===== config.mk =====
export PLATFORM = sky130hd
export DESIGN_NAME = tcw_engine
export DESIGN_NICKNAME = d
export VERILOG_FILES = /design/src/rtl/tcw_pkg.sv /design/src/rtl/tcw_engine.sv
export SDC_FILE = /design/constraint.sdc
export NUM_CORES = 1
export LEC_CHECK = 0
export ABC_CLOCK_PERIOD_IN_PS = 5500
export BUFFER_PORTS_ARGS = -buffer_cell sky130_fd_sc_hd__clkbuf_2
export CORE_MARGIN = 4
export CORE_UTILIZATION = 55
export CTS_BUF_LIST = sky130_fd_sc_hd__clkbuf_16
export CTS_CLUSTER_DIAMETER = 100
export DETAILED_ROUTE_END_ITERATION = 12
export PLACE_DENSITY = 0.92
export SLEW_MARGIN = 30
export SYNTH_ARGS = -nofsm -noshare
export SYNTH_HDL_FRONTEND = slang
export SYNTH_SLANG_ARGS = --single-unit

===== constraint.sdc =====
create_clock -name i_clk -period 5.5 [get_ports i_clk]
set_input_delay 0.55 -clock i_clk [delete_from_list [all_inputs] [get_ports i_clk]]
set_output_delay 0.55 -clock i_clk [all_outputs]
set_load 0.02 [all_outputs]

===== src/rtl/tcw_pkg.sv =====
// ----------------------------------------------------------------------------
// tcw_pkg
// Shared types and constants of the text console writer: function codes,
// control characters, field widths and the command and result items.
// ----------------------------------------------------------------------------
`default_nettype none

package tcw_pkg;

    // Field widths
    localparam int FUNC_W = 2;
    localparam int CHAR_W = 8;
    localparam int IDX_W  = 13;
    localparam int POS_W  = 13;
    localparam int CELL_W = 16;
    localparam int ATTR_W = 8;

    // Function codes
    localparam logic [FUNC_W-1:0] FUNC_PUT   = 2'd0;
    localparam logic [FUNC_W-1:0] FUNC_CLEAR = 2'd1;
    localparam logic [FUNC_W-1:0] FUNC_READ  = 2'd2;

    // Character codes and reset attribute
    localparam logic [CHAR_W-1:0] CH_NEWLINE   = 8'd10;
    localparam logic [CHAR_W-1:0] CH_BACKSPACE = 8'd8;
    localparam logic [CHAR_W-1:0] CH_SPACE     = 8'h20;
    localparam logic [ATTR_W-1:0] ATTR_RESET   = 8'h07;

    typedef logic [CELL_W-1:0] t_cell;

    // Command item as held by the engine
    typedef struct packed {
        logic [FUNC_W-1:0] func;
        logic [CHAR_W-1:0] char_code;
        logic [IDX_W-1:0]  cell_index;
    } t_cmd;

    // Result item
    typedef struct packed {
        logic [POS_W-1:0] cursor_pos;
        t_cell            cell_data;
        logic             scrolled;
    } t_result;

endpackage

`default_nettype wire


===== src/rtl/tcw_engine.sv =====
// ----------------------------------------------------------------------------
// tcw_engine
// Command sequencer: cursor registers, put/read handling and the sweeps
// over the screen store for reset fill, clear and scroll.
// ----------------------------------------------------------------------------
`default_nettype none

module tcw_engine import tcw_pkg::*; #(
    parameter  int COLUMNS = 80,
    parameter  int ROWS    = 60,
    localparam int CELLS   = COLUMNS * ROWS,
    localparam int AW      = $clog2(CELLS)
) (
    input  wire logic              i_clk,
    input  wire logic              i_rst_n,
    // command side
    input  wire logic              i_cmd_valid,
    output logic                   o_cmd_ready,
    input  wire t_cmd              i_cmd,
    input  wire logic [ATTR_W-1:0] i_attr,
    // result side
    output logic                   o_res_valid,
    input  wire logic              i_res_ready,
    output t_result                o_res,
    // screen store
    output logic                   o_ram_we,
    output logic [AW-1:0]          o_ram_waddr,
    output t_cell                  o_ram_wdata,
    output logic                   o_ram_re,
    output logic [AW-1:0]          o_ram_raddr,
    input  wire t_cell             i_ram_rdata
);

    localparam int CW = $clog2(COLUMNS);
    localparam int RW = $clog2(ROWS);

    typedef enum logic [6:0] {
        S_INIT   = 7'b0000001,
        S_IDLE   = 7'b0000010,
        S_EXEC   = 7'b0000100,
        S_READ   = 7'b0001000,
        S_SCROLL = 7'b0010000,
        S_CLEAR  = 7'b0100000,
        S_DONE   = 7'b1000000
    } t_state;

    t_state         r_state, n_state;
    t_cmd           r_cmd;
    logic [CW-1:0]  r_col, n_col;
    logic [RW-1:0]  r_row, n_row;
    logic           r_scrolled, n_scrolled;
    logic [AW-1:0]  r_cnt, n_cnt;

    logic [AW-1:0]  cur_lin;
    logic [AW:0]    scroll_rd;
    logic           cnt_last;
    logic           scroll_src;
    logic           row_inc;
    logic           finish;
    t_cell          blank;
    t_cell          data;

    // Cursor address, sweep bookkeeping
    assign cur_lin    = AW'(32'(r_row) * 32'(COLUMNS) + 32'(r_col));
    assign scroll_rd  = (AW+1)'(r_cnt) + (AW+1)'(COLUMNS + 1);
    assign cnt_last   = (r_cnt == AW'(CELLS - 1));
    assign scroll_src = (r_cnt < AW'(CELLS - COLUMNS));
    assign blank      = {i_attr, CH_SPACE};

    // Next-state and store access
    always_comb begin
        n_state     = r_state;
        n_col       = r_col;
        n_row       = r_row;
        n_scrolled  = r_scrolled;
        n_cnt       = r_cnt;
        o_ram_we    = 1'b0;
        o_ram_waddr = cur_lin;
        o_ram_wdata = blank;
        o_ram_re    = 1'b0;
        o_ram_raddr = AW'(COLUMNS);
        o_res_valid = 1'b0;
        data        = '0;
        row_inc     = 1'b0;
        finish      = 1'b0;

        unique case (r_state)
            S_INIT: begin
                o_ram_we    = 1'b1;
                o_ram_waddr = r_cnt;
                o_ram_wdata = {ATTR_RESET, CH_SPACE};
                n_cnt       = r_cnt + 1'b1;
                if (cnt_last) begin
                    n_cnt   = '0;
                    n_state = S_IDLE;
                end
            end
            S_IDLE: begin
                n_scrolled = 1'b0;
                if (i_cmd_valid) begin
                    n_state = S_EXEC;
                end
            end
            S_EXEC: begin
                case (r_cmd.func)
                    FUNC_PUT: begin
                        if (r_cmd.char_code == CH_NEWLINE) begin
                            n_col   = '0;
                            row_inc = 1'b1;
                        end else if (r_cmd.char_code == CH_BACKSPACE) begin
                            if (r_col != '0) begin
                                n_col       = r_col - 1'b1;
                                o_ram_we    = 1'b1;
                                o_ram_waddr = cur_lin - 1'b1;
                            end
                        end else begin
                            o_ram_we    = 1'b1;
                            o_ram_wdata = {i_attr, r_cmd.char_code};
                            if (r_col == CW'(COLUMNS - 1)) begin
                                n_col   = '0;
                                row_inc = 1'b1;
                            end else begin
                                n_col = r_col + 1'b1;
                            end
                        end
                        // past the last row: prime the first copy read
                        if (row_inc && r_row == RW'(ROWS - 1)) begin
                            n_scrolled  = 1'b1;
                            o_ram_re    = 1'b1;
                            o_ram_raddr = AW'(COLUMNS);
                            n_cnt       = '0;
                            n_state     = S_SCROLL;
                        end else begin
                            if (row_inc) begin
                                n_row = r_row + 1'b1;
                            end
                            finish = 1'b1;
                        end
                    end
                    FUNC_CLEAR: begin
                        n_col   = '0;
                        n_row   = '0;
                        n_cnt   = '0;
                        n_state = S_CLEAR;
                    end
                    FUNC_READ: begin
                        if (32'(r_cmd.cell_index) < CELLS) begin
                            o_ram_re    = 1'b1;
                            o_ram_raddr = AW'(r_cmd.cell_index);
                            n_state     = S_READ;
                        end else begin
                            finish = 1'b1;
                        end
                    end
                    default: begin
                        finish = 1'b1;
                    end
                endcase
            end
            S_READ: begin
                o_res_valid = 1'b1;
                data        = i_ram_rdata;
                if (i_res_ready) begin
                    n_state = S_IDLE;
                end
            end
            S_SCROLL: begin
                // copy row below into this cell, blank the bottom row
                o_ram_we    = 1'b1;
                o_ram_waddr = r_cnt;
                o_ram_wdata = scroll_src ? i_ram_rdata : blank;
                if (scroll_rd < (AW+1)'(CELLS)) begin
                    o_ram_re    = 1'b1;
                    o_ram_raddr = scroll_rd[AW-1:0];
                end
                n_cnt = r_cnt + 1'b1;
                if (cnt_last) begin
                    n_cnt  = '0;
                    finish = 1'b1;
                end
            end
            S_CLEAR: begin
                o_ram_we    = 1'b1;
                o_ram_waddr = r_cnt;
                n_cnt       = r_cnt + 1'b1;
                if (cnt_last) begin
                    n_cnt  = '0;
                    finish = 1'b1;
                end
            end
            S_DONE: begin
                o_res_valid = 1'b1;
                if (i_res_ready) begin
                    n_state = S_IDLE;
                end
            end
            default: begin
                n_state = S_IDLE;
            end
        endcase

        // hand the result over, or park it until the output side frees
        if (finish) begin
            o_res_valid = 1'b1;
            n_state     = i_res_ready ? S_IDLE : S_DONE;
        end
    end

    assign o_cmd_ready      = (r_state == S_IDLE);
    assign o_res.cursor_pos = POS_W'(32'(n_row) * 32'(COLUMNS) + 32'(n_col));
    assign o_res.cell_data  = data;
    assign o_res.scrolled   = n_scrolled;

    // Control registers
    always_ff @(posedge i_clk) begin
        if (!i_rst_n) begin
            r_state    <= S_INIT;
            r_col      <= '0;
            r_row      <= '0;
            r_scrolled <= 1'b0;
            r_cnt      <= '0;
        end else begin
            r_state    <= n_state;
            r_col      <= n_col;
            r_row      <= n_row;
            r_scrolled <= n_scrolled;
            r_cnt      <= n_cnt;
        end
    end

    // Command capture
    always_ff @(posedge i_clk) begin
        if (o_cmd_ready && i_cmd_valid) begin
            r_cmd <= i_cmd;
        end
    end

`ifndef SYNTHESIS
    a_cursor_range: assert property (@(posedge i_clk) disable iff (!i_rst_n)
        (r_row <= RW'(ROWS - 1)) && (r_col <= CW'(COLUMNS - 1)))
        else $error("cursor outside the screen");

    a_sweep_step: assert property (@(posedge i_clk) disable iff (!i_rst_n)
        ((r_state == S_SCROLL || r_state == S_CLEAR) && !cnt_last)
        |=> (r_cnt == $past(r_cnt) + 1'b1))
        else $error("sweep counter skipped a cell");

    a_result_held: assert property (@(posedge i_clk) disable iff (!i_rst_n)
        (o_res_valid && !i_res_ready) |=> o_res_valid)
        else $error("result dropped while output stalled");

    a_scroll_row: assert property (@(posedge i_clk) disable iff (!i_rst_n)
        (o_res_valid && o_res.scrolled) |-> (r_row == RW'(ROWS - 1)))
        else $error("scrolled result not on the last row");
`endif

endmodule

`default_nettype wire


==> flow_summary.yaml, run 1 <==
synthesis:
  synth-edff-count: 23
  syn-cell-area_um2: 5155
  seq_area_frac_synth_pct: 26.60
  synthArstFlopShare_pct: 0
  synth_cell_types: 73
  synth_nets: 735
  ys_warn_count: 0
  syn_inst: 650
  ys.flop_type: "dfxtp_1"
  synth.avg_cell_area_um2: 7.931
  ys_ff_latch: 57
routing:
  drc_errors: 0
  ant_nets: 0
  viasPerCell: 6.314
  num_vias: 5544
  wl_mm: 16.27
  detail_route.wl_per_cell_um: 18.53
  drt_iter0_markers: 384
  drt_first_pass_iters: 5
layout:
  drive_gt1_share_pct: 23.60
  final_common_cell: "clkbuf_2"
  nets: 847
  layout.cells.non_filler: 878
  area_growth_pct: 20.05
  layout_common_cells: "clkbuf_2, nand2_1, nor2_1"
  antenna_cells: 0
  post-route-util_pct: 67.29
global_routing:
  grt_max_degree: 25
  grt-ovfl-total: 0
  grt_pass1_vias: 5459
  grt_pass1_wl_mm: 26.77
  antenna_found_initial: 0
  grt_use_total_pct: 29.54
die:
  floorplan.initialDensity_pct: 56.05
  die_h_um: 104.8
  num_rows: 35
  boundaryPins: 127
  die-area_um2: 10990
  fp.dieW_um: 104.8
  core_um2: 9196
cts:
  worstSkewPairLatency_ps: 330
  post_cts_buffers: 0
  clk_pin_slew_ps: 60
  cts_tree: "done"
  cts_sinks: 57
  root_buffer: "clkbuf_16"
  clk_path_buf_depth: 2
  numCtsBuffers: 9
  htreeDepth: 3
place:
  dp_hpwl_mm: 12.49
  place_congestion: 0.9897
  numPortBuffers: 126
  place_ws_ps: 409.3
  dp_cells: 862
job:
  cap_violations: 0
timing:
  relSlewSlack_pct: 40.94
  finalHoldViolations: 0
  clock_skew_ps: 6.934
  setup_viol: 0
  clock.fmax_ghz: 0.1884
  fin_ws_ps: 192.3
  fin_crit_sh_pct: 96.50
  slew_viol_final: 0
  rsz0062_at_grt: "no"
  worst_pin_slew_ps: 882.7
  worst_hold_slack_ps: 391.6
  tns_ps: 0
  post-route-min-period_ps: 5308
setup_path:
  critPathRequiredTime_ps: 4950
  arrival_ps: 4760
  worstSetupPathType: "register to primary output"
  end_kind: "primary output"
  path_max_fanout: 8
  start_kind: "register"
power_and_ir_drop:
  p_leak_nw: 2.699
  powerDensity_nw_per_um2: 257.3
  ir_drop_mv: 0.1527
hold_path:
  hold_class: "primary input to register"
outcome:
  status: "finished, final reports clean"
## final cells by class
class	instances	area, µm²
flip-flops and latches	57	1371
clock inverters	7	70.07
well taps	111	138.9
fillers	791	3008
clock buffers	9	225.2
repair buffers	138	720.7
inverters	26	97.59
multi-input cells	530	3565
## cell usage after synthesis, drive strengths merged, types with 6 or more instances
| library cell | instances | area, µm² |
|---|---|---|
| or3 | 7 | 50.05 |
| inv | 26 | 97.59 |
| edfxtp | 23 | 690.7 |
| a22o | 10 | 88.84 |
| and3 | 6 | 37.54 |
| ha | 30 | 375.4 |
| nor2 | 54 | 210.2 |
| xnor2 | 21 | 183.9 |
| clkbuf | 28 | 105.1 |
| nor4 | 10 | 77.57 |
| nand2 | 60 | 232.7 |
| buf | 9 | 55.06 |
| dfxtp | 34 | 680.7 |
| a21oi | 33 | 165.2 |
| nand4 | 12 | 75.07 |
| o31ai | 11 | 82.58 |
| a31oi | 11 | 68.82 |
| nor3 | 17 | 90.09 |
| nand3 | 27 | 135.1 |
| nand2b | 7 | 43.79 |
| o21ai | 51 | 255.2 |
| and2 | 36 | 225.2 |
| a21o | 8 | 60.06 |
| xor2 | 24 | 210.2 |
## final timing paths
check             cells past startpoint                   from  slack, ps                    end
setup / recovery                     16    r_col[0]$_SDFF_PN0_        190              o_res[29]
hold / removal                        1               i_cmd[6]        390     r_cmd[6]$_DFFE_PP_
setup reg to reg                      7    r_col[0]$_SDFF_PN0_       2520    r_col[4]$_SDFF_PN0_
hold reg to reg                       2  r_cnt[1]$_SDFFE_PN0P_        550  r_cnt[1]$_SDFFE_PN0P_
## worst max-delay path: stages, from the launching register on
cell      delay (ps)
dfxtp_1          380
inv_1            180
ha_1             290
or3b_2           510
or4_1            570
o21ai_0          570
o31ai_1          190
ha_1             260
fa_1             400
a21o_1           200
nand2_1          120
nor3_2            80
buf_4            160
nor3b_1          130
o21ai_0          150
o21ai_0          110
clkbuf_2         160
## repair_timing
item | 4_1_cts | 5_1_grt
setup endpoints to repair | 0 | 2
gates resized for setup | 0 | 8
hold buffers | 0 | 0
## cells by family (layout without fill, tap and decap cells)
group / after synthesis / in the layout / share of synthesized area (%)
compound gates: 180 / 180 / 23.30
mux: 3 / 3 / 0.6068
flops: 57 / 57 / 26.60
fa+ha+maj: 35 / 35 / 9.029
buf+inv: 63 / 180 / 5.000
simple gates: 267 / 267 / 27.82
xor+xnor: 45 / 45 / 7.646
## flip-flops by register name, indices dropped and copies added, names as in the netlist
register and flops:
r_cmd 23, r_cnt 13, r_col 7, r_state 7, r_row 6, r_scrolled 1
## where the power goes
part | switching, mW | internal, mW | total (mW) | leakage [nW]
sequential | 0.0410 | 0.475 | 0.516 | 0.483
combinational | 0.347 | 0.171 | 0.518 | 2.08
clock | 0.209 | 0.349 | 0.558 | 0.137
total | 0.597 | 0.995 | 1.59 | 2.70
## layer usage
layer / vias to the layer above / global-route usage, % / wire [µm]
li1: 2615 / - / -
met5: - / 0 / 0
met4: 0 / 9.653 / 433
met1: 2583 / 37.34 / 6655
met3: 35 / 7.350 / 1512
met2: 311 / 49.31 / 7671
## metrics by stage
stage / area (µm²) / power (mW)
floorplan: 5155 / 0.8535
detailed placement: 5858 / 1.030
global placement: 5854 / 1.018
finish: 6188 / 1.592
CTS: 6153 / 1.584
global route: 6188 / 1.677
Power figures use the tool's default switching activity.
==> run 2, diff against run 1 <==
--- a/config.mk
+++ b/config.mk
@@ -12,6 +12,7 @@
 export CTS_BUF_LIST = sky130_fd_sc_hd__clkbuf_16
 export CTS_CLUSTER_DIAMETER = 100
 export DETAILED_ROUTE_END_ITERATION = 12
+export MAX_ROUTING_LAYER = met4
 export PLACE_DENSITY = 0.92
 export SLEW_MARGIN = 30
 export SYNTH_ARGS = -nofsm -noshare
==> flow_summary.yaml, run 2 (synthesized netlist as in run 1, its figures left out) <==
place:
  dp_hpwl_mm: 12.37
  place_ws_ps: 414.4
  place_congestion: 1.004
  numPortBuffers: 126
layout:
  final.fill_count: 756
  antenna_cells: 0
  layout_common_cells: "clkbuf_2, nand2_1, nor2_1"
  top_regs: "r_cmd x23, r_cnt x13"
  final_common_cell: "clkbuf_2"
  nets: 847
  area_growth_pct: 20.68
  largest_reg_flops: 23
  top_register: "r_cmd"
  drive_gt1_share_pct: 23.73
timing:
  relSlewSlack_pct: 47.40
  clock_skew_ps: 13.02
  worst_pin_slew_ps: 780.7
  tns_ps: 0
  worst_hold_slack_ps: 383.1
  setup_viol: 0
  fin_crit_sh_pct: 95.74
  slew_viol_final: 0
  finalHoldViolations: 0
  clock.fmax_ghz: 0.1899
  fin_ws_ps: 234.5
  post-route-min-period_ps: 5265
  rsz0062_at_grt: "no"
setup_path:
  start_kind: "register"
  critPathRequiredTime_ps: 4950
  worstSetupPathType: "register to primary output"
  path_max_fanout: 8
  end_kind: "primary output"
  rr_worst_depth: 7
  r2r_slack_ps: 2560
  crit_start: "r_col[0]$_SDFF_PN0_"
  crit_end: "o_res[29]"
  reg2reg_to: "r_col[4]$_SDFF_PN0_"
  regToRegStartpoint: "r_col[0]$_SDFF_PN0_"
  arrival_ps: 4720
cts:
  worstSkewPairLatency_ps: 340
  cts_tree: "done"
  post_cts_buffers: 0
  root_buffer: "clkbuf_16"
  cts_sinks: 57
  htreeDepth: 3
  postCtsHoldBufs: 0
  clk_path_buf_depth: 2
  numCtsBuffers: 9
  cts_resized: 0
  clk_pin_slew_ps: 60
die:
  boundaryPins: 127
  floorplan.initialDensity_pct: 56.05
  fp.dieW_um: 104.8
  core_um2: 9196
  die-area_um2: 10990
  die_h_um: 104.8
  num_rows: 35
routing:
  ant_nets: 0
  viasPerCell: 6.305
  wl_met2_mm: 7.597
  maxUsedRoutingLayer: "met4"
  drc_errors: 0
  drt_first_pass_iters: 6
  detail_route.wl_per_cell_um: 18.73
  wl_mm: 16.44
  drt_iter0_markers: 498
  num_vias: 5536
  wl_met3_mm: 1.495
  met1_length_mm: 6.903
global_routing:
  grt_pass1_wl_mm: 26.43
  antenna_found_initial: 0
  grt_use_total_pct: 30.15
  grt-ovfl-total: 0
  grt_pass1_vias: 5418
  grt_max_degree: 25
outcome:
  status: "finished, final reports clean"
job:
  cap_violations: 0
power_and_ir_drop:
  p_leak_nw: 2.711
  powerDensity_nw_per_um2: 265.1
  power_mw: 1.649
  ir_drop_mv: 0.1781
hold_path:
  hold_class: "primary input to register"
==> run 2: area by class of cell <==
type	count	area, µm²	area share, %
Clock inverter	7	95.09	1.529
Inverter	26	97.59	1.569
Multi-Input combinational cell	530	3572	57.42
Timing Repair Buffer	138	720.7	11.58
Clock buffer	9	225.2	3.620
Tap cell	111	138.9	2.232
Sequential cell	57	1371	22.04
==> run 2: metal layers <==
layer | up-vias | GRT usage [%]
li1 | 2616 | -
met3 | 44 | 4.138
met5 | - | -
met2 | 327 | 49.04
met1 | 2549 | 38.55
met4 | 0 | 10.59
==> run 2: worst min path at each step <==
stage                                      from                    end  slack (ps)  cells past startpoint
after floorplan           r_cnt[1]$_SDFFE_PN0P_  r_cnt[1]$_SDFFE_PN0P_         490                      2
after global placement    r_cnt[1]$_SDFFE_PN0P_  r_cnt[1]$_SDFFE_PN0P_         510                      2
after detailed placement  r_cnt[1]$_SDFFE_PN0P_  r_cnt[1]$_SDFFE_PN0P_         530                      2
after CTS                             i_cmd[11]    r_cmd[11]$_DFFE_PP_         380                      1
after global routing                   i_cmd[5]     r_cmd[5]$_DFFE_PP_         380                      1
final                                 i_cmd[12]    r_cmd[12]$_DFFE_PP_         380                      1
==> run 2: power by group <==
group | leakage [nW] | switching [mW] | total, mW | internal (mW)
sequential | 0.483 | 0.0408 | 0.516 | 0.475
combinational | 2.08 | 0.350 | 0.521 | 0.171
clock | 0.149 | 0.216 | 0.612 | 0.396
==> run 2: critical path, cell delays in order (launching register included) <==
cell,delay [ps]
dfxtp_1,380
inv_1,180
ha_1,290
or3b_2,510
or4_1,570
o21ai_0,520
o31ai_1,190
ha_1,260
fa_1,410
a21o_1,190
nand2_1,100
nor3_2,70
buf_4,160
nor3b_1,130
o21ai_0,160
o21ai_0,110
clkbuf_2,160
==> run 2: stage by stage <==
stage          instances  util, %  area (µm²)
2_1_floorplan        650        -        5155
3_3_place_gp         862    63.66        5854
3_5_place_dp         862    63.70        5858
4_1_cts              878    67.18        6178
5_1_grt              878    67.65        6221
6_report             878    67.65        6221
==> run 3, diff against run 2 <==
--- a/config.mk
+++ b/config.mk
@@ -5,6 +5,7 @@
 export SDC_FILE = /design/constraint.sdc
 export NUM_CORES = 1
 export LEC_CHECK = 0
+export ABC_AREA = 1
 export ABC_CLOCK_PERIOD_IN_PS = 5500
 export BUFFER_PORTS_ARGS = -buffer_cell sky130_fd_sc_hd__clkbuf_2
 export CORE_MARGIN = 4
@@ -13,7 +14,7 @@
 export CTS_CLUSTER_DIAMETER = 100
 export DETAILED_ROUTE_END_ITERATION = 12
 export MAX_ROUTING_LAYER = met4
-export PLACE_DENSITY = 0.92
+export PLACE_DENSITY = 0.91
 export SLEW_MARGIN = 30
 export SYNTH_ARGS = -nofsm -noshare
 export SYNTH_HDL_FRONTEND = slang
==> flow_summary.yaml, run 3 <==
power_and_ir_drop:
  powerDensity_nw_per_um2: 243.5
  ir_drop_mv: 0.2082
  power_mw: 1.575
  p_leak_nw: 3.297
synthesis:
  yosysMostFrequentCell: "nand2_1"
  synth.avg_cell_area_um2: 6.674
  ys.flop_type: "dfxtp_1"
  ys_ff_latch: 57
  synth_cell_types: 56
  seq_area_frac_synth_pct: 24.85
  synth_top_area_share_pct: 12.85
  synth_commonest_cells: "nand2_1, inv_1, nor2_1"
  ys_warn_count: 0
  synth_nets: 912
  synthArstFlopShare_pct: 0
  syn-cell-area_um2: 5519
  synth-edff-count: 23
  synth_top_cell_by_area: "nand2_1"
  syn_inst: 827
  synthTopCellsByArea: "nand2_1, edfxtp_1, dfxtp_1"
routing:
  drc_errors: 0
  viasPerCell: 5.413
  detail_route.wl_per_cell_um: 14.04
  wl_mm: 15.18
  drt_iter0_markers: 396
  drt_first_pass_iters: 6
  num_vias: 5851
  ant_nets: 0
cts:
  cts_resized: 0
  post_cts_buffers: 0
  postCtsHoldBufs: 0
  cts_tree: "done"
  numCtsBuffers: 9
  clk_path_buf_depth: 2
  cts_sinks: 57
  worstSkewPairLatency_ps: 330
  clk_pin_slew_ps: 50
  htreeDepth: 3
  root_buffer: "clkbuf_16"
place:
  place_area_um2: 6203
  dp_hpwl_mm: 12.33
  place_congestion: 0.9571
  numPortBuffers: 126
timing:
  clock.fmax_ghz: 0.2159
  finalHoldViolations: 0
  fin_crit_sh_pct: 84.23
  setup_viol: 0
  tns_ps: 0
  clock_skew_ps: 5.860
  slew_viol_final: 0
  rsz0062_at_grt: "no"
  worst_pin_slew_ps: 904.3
  relSlewSlack_pct: 39.65
  post-route-min-period_ps: 4633
setup_path:
  r2r_slack_ps: 3110
  reg2reg_to: "r_state[3]$_SDFFE_PN0P_"
  cp_cell_sequence: "inv_1 > ha_1 > inv_1 > nor3_4 > nand2_1 > nand2_1 > inv_1 > nand2_1 > nand2_1 > ha_1 > ha_1 > inv_1 > fa_1 > nor2_1 > nand2_1 > nor3_1 > nand3b_1 > nand2_1 > clkbuf_2"
  crit_top_cell: "nand2_1"
  cp_top_family: "adder cells"
  rr_worst_depth: 7
  slowest_stage: "fa_1"
  critPathRequiredTime_ps: 4950
  arrival_ps: 4080
  regToRegStartpoint: "r_state[4]$_SDFFE_PN0P_"
  worstSetupPathType: "register to primary output"
  start_kind: "register"
  critPathMaxStageDelay_ps: 450
  path_buf_inv: 5
  end_kind: "primary output"
  path_max_fanout: 11
  cp.depth: 19
global_routing:
  grt_max_degree: 28
  grt_use_total_pct: 26.74
  grt-ovfl-total: 0
  grt_pass1_vias: 5337
  grt_pass1_wl_mm: 24.61
  antenna_found_initial: 0
layout:
  largest_reg_flops: 23
  final_common_cell: "nand2_1"
  top_register: "r_cmd"
  seqCellArea_um2: 1371
  multi_input_area_um2: 3525
  layout_common_cells: "nand2_1, clkbuf_2, inv_1"
  nets: 1028
  final.fill_count: 865
  fin_area_um2: 6467
  area_growth_pct: 17.18
  antenna_cells: 0
  drive_gt1_share_pct: 23.52
  top_regs: "r_cmd x23, r_cnt x13"
die:
  num_rows: 36
  die_h_um: 108.2
  core_um2: 9774
  floorplan.initialDensity_pct: 56.46
  die-area_um2: 11700
  fp.dieW_um: 108.2
  boundaryPins: 127
hold_path:
  min_path_cells: 1
  holdPathEnd: "r_cmd[16]$_DFFE_PP_"
  worstHoldStart: "i_cmd[16]"
  hold_class: "primary input to register"
outcome:
  status: "finished, final reports clean"
job:
  cap_violations: 0
-- run 3: cell count changes in the layout (fill, tap and decap cells not counted), sizes merged, moves of 9 or more --
cell,before,now
a22o,10,1
and2,36,2
buf,12,0
inv,28,133
nand2,60,211
nand3,27,74
nand4,12,24
nor2,54,97
o31ai,11,2
xnor2,21,4
-- run 3: metal layers --
layer  GRT usage [%]  wire length [µm]
met2           46.23              7548
met1           32.00              6247
met3           4.060               980
met4           8.656               405
met5               -                 0
-- run 3: where the power goes --
group	switching (mW)	internal, mW	leakage, nW
logic	0.410	0.155	2.68
registers	0.0334	0.481	0.483
clock network	0.196	0.299	0.132
-- run 3: per-stage QoR --
step                      instances  util [%]  setup WS, ps  hold WS, ps
after CTS                      1081     66.17         903.6        392.2
after global placement         1065     63.42          1420        462.8
after detailed placement       1065     63.47          1269        499.2
final                          1081     66.17         867.4        394.6
after floorplan                 827         -          1601        450.8
after global routing           1081     66.17         536.2        391.3
-- run 3: worst max path at each step --
| stage | startpoint | end | slack (ps) |
|---|---|---|---|
| 2_1_floorplan | r_cmd[21]$_DFFE_PP_ | o_res[28] | 1600 |
| 3_3_place_gp | r_cmd[21]$_DFFE_PP_ | o_res[28] | 1420 |
| 3_5_place_dp | r_cmd[21]$_DFFE_PP_ | o_res[28] | 1270 |
| 4_1_cts | r_cmd[21]$_DFFE_PP_ | o_res[28] | 900 |
| 5_1_grt | r_cmd[21]$_DFFE_PP_ | o_res[28] | 540 |
| 6_report | r_cmd[21]$_DFFE_PP_ | o_res[28] | 870 |
-- run 3: cell type report --
class	count	area share, %
clock buffers	9	3.482
clock inverters	7	0.5997
inverters	135	7.893
multi-input cells	614	54.50
flip-flops and latches	57	21.20
well taps	133	2.573
repair buffers	126	9.750
-- run 3: kinds of logic after synthesis --
family	Yosys count	share of synthesized area, %
flip-flops	57	24.85
adder cells (fa/ha/maj)	34	8.252
buffers and inverters	156	11.43
AND/OR/NAND/NOR	436	38.13
XOR/XNOR	27	4.421
AO/OA/AOI/OAI	117	12.92
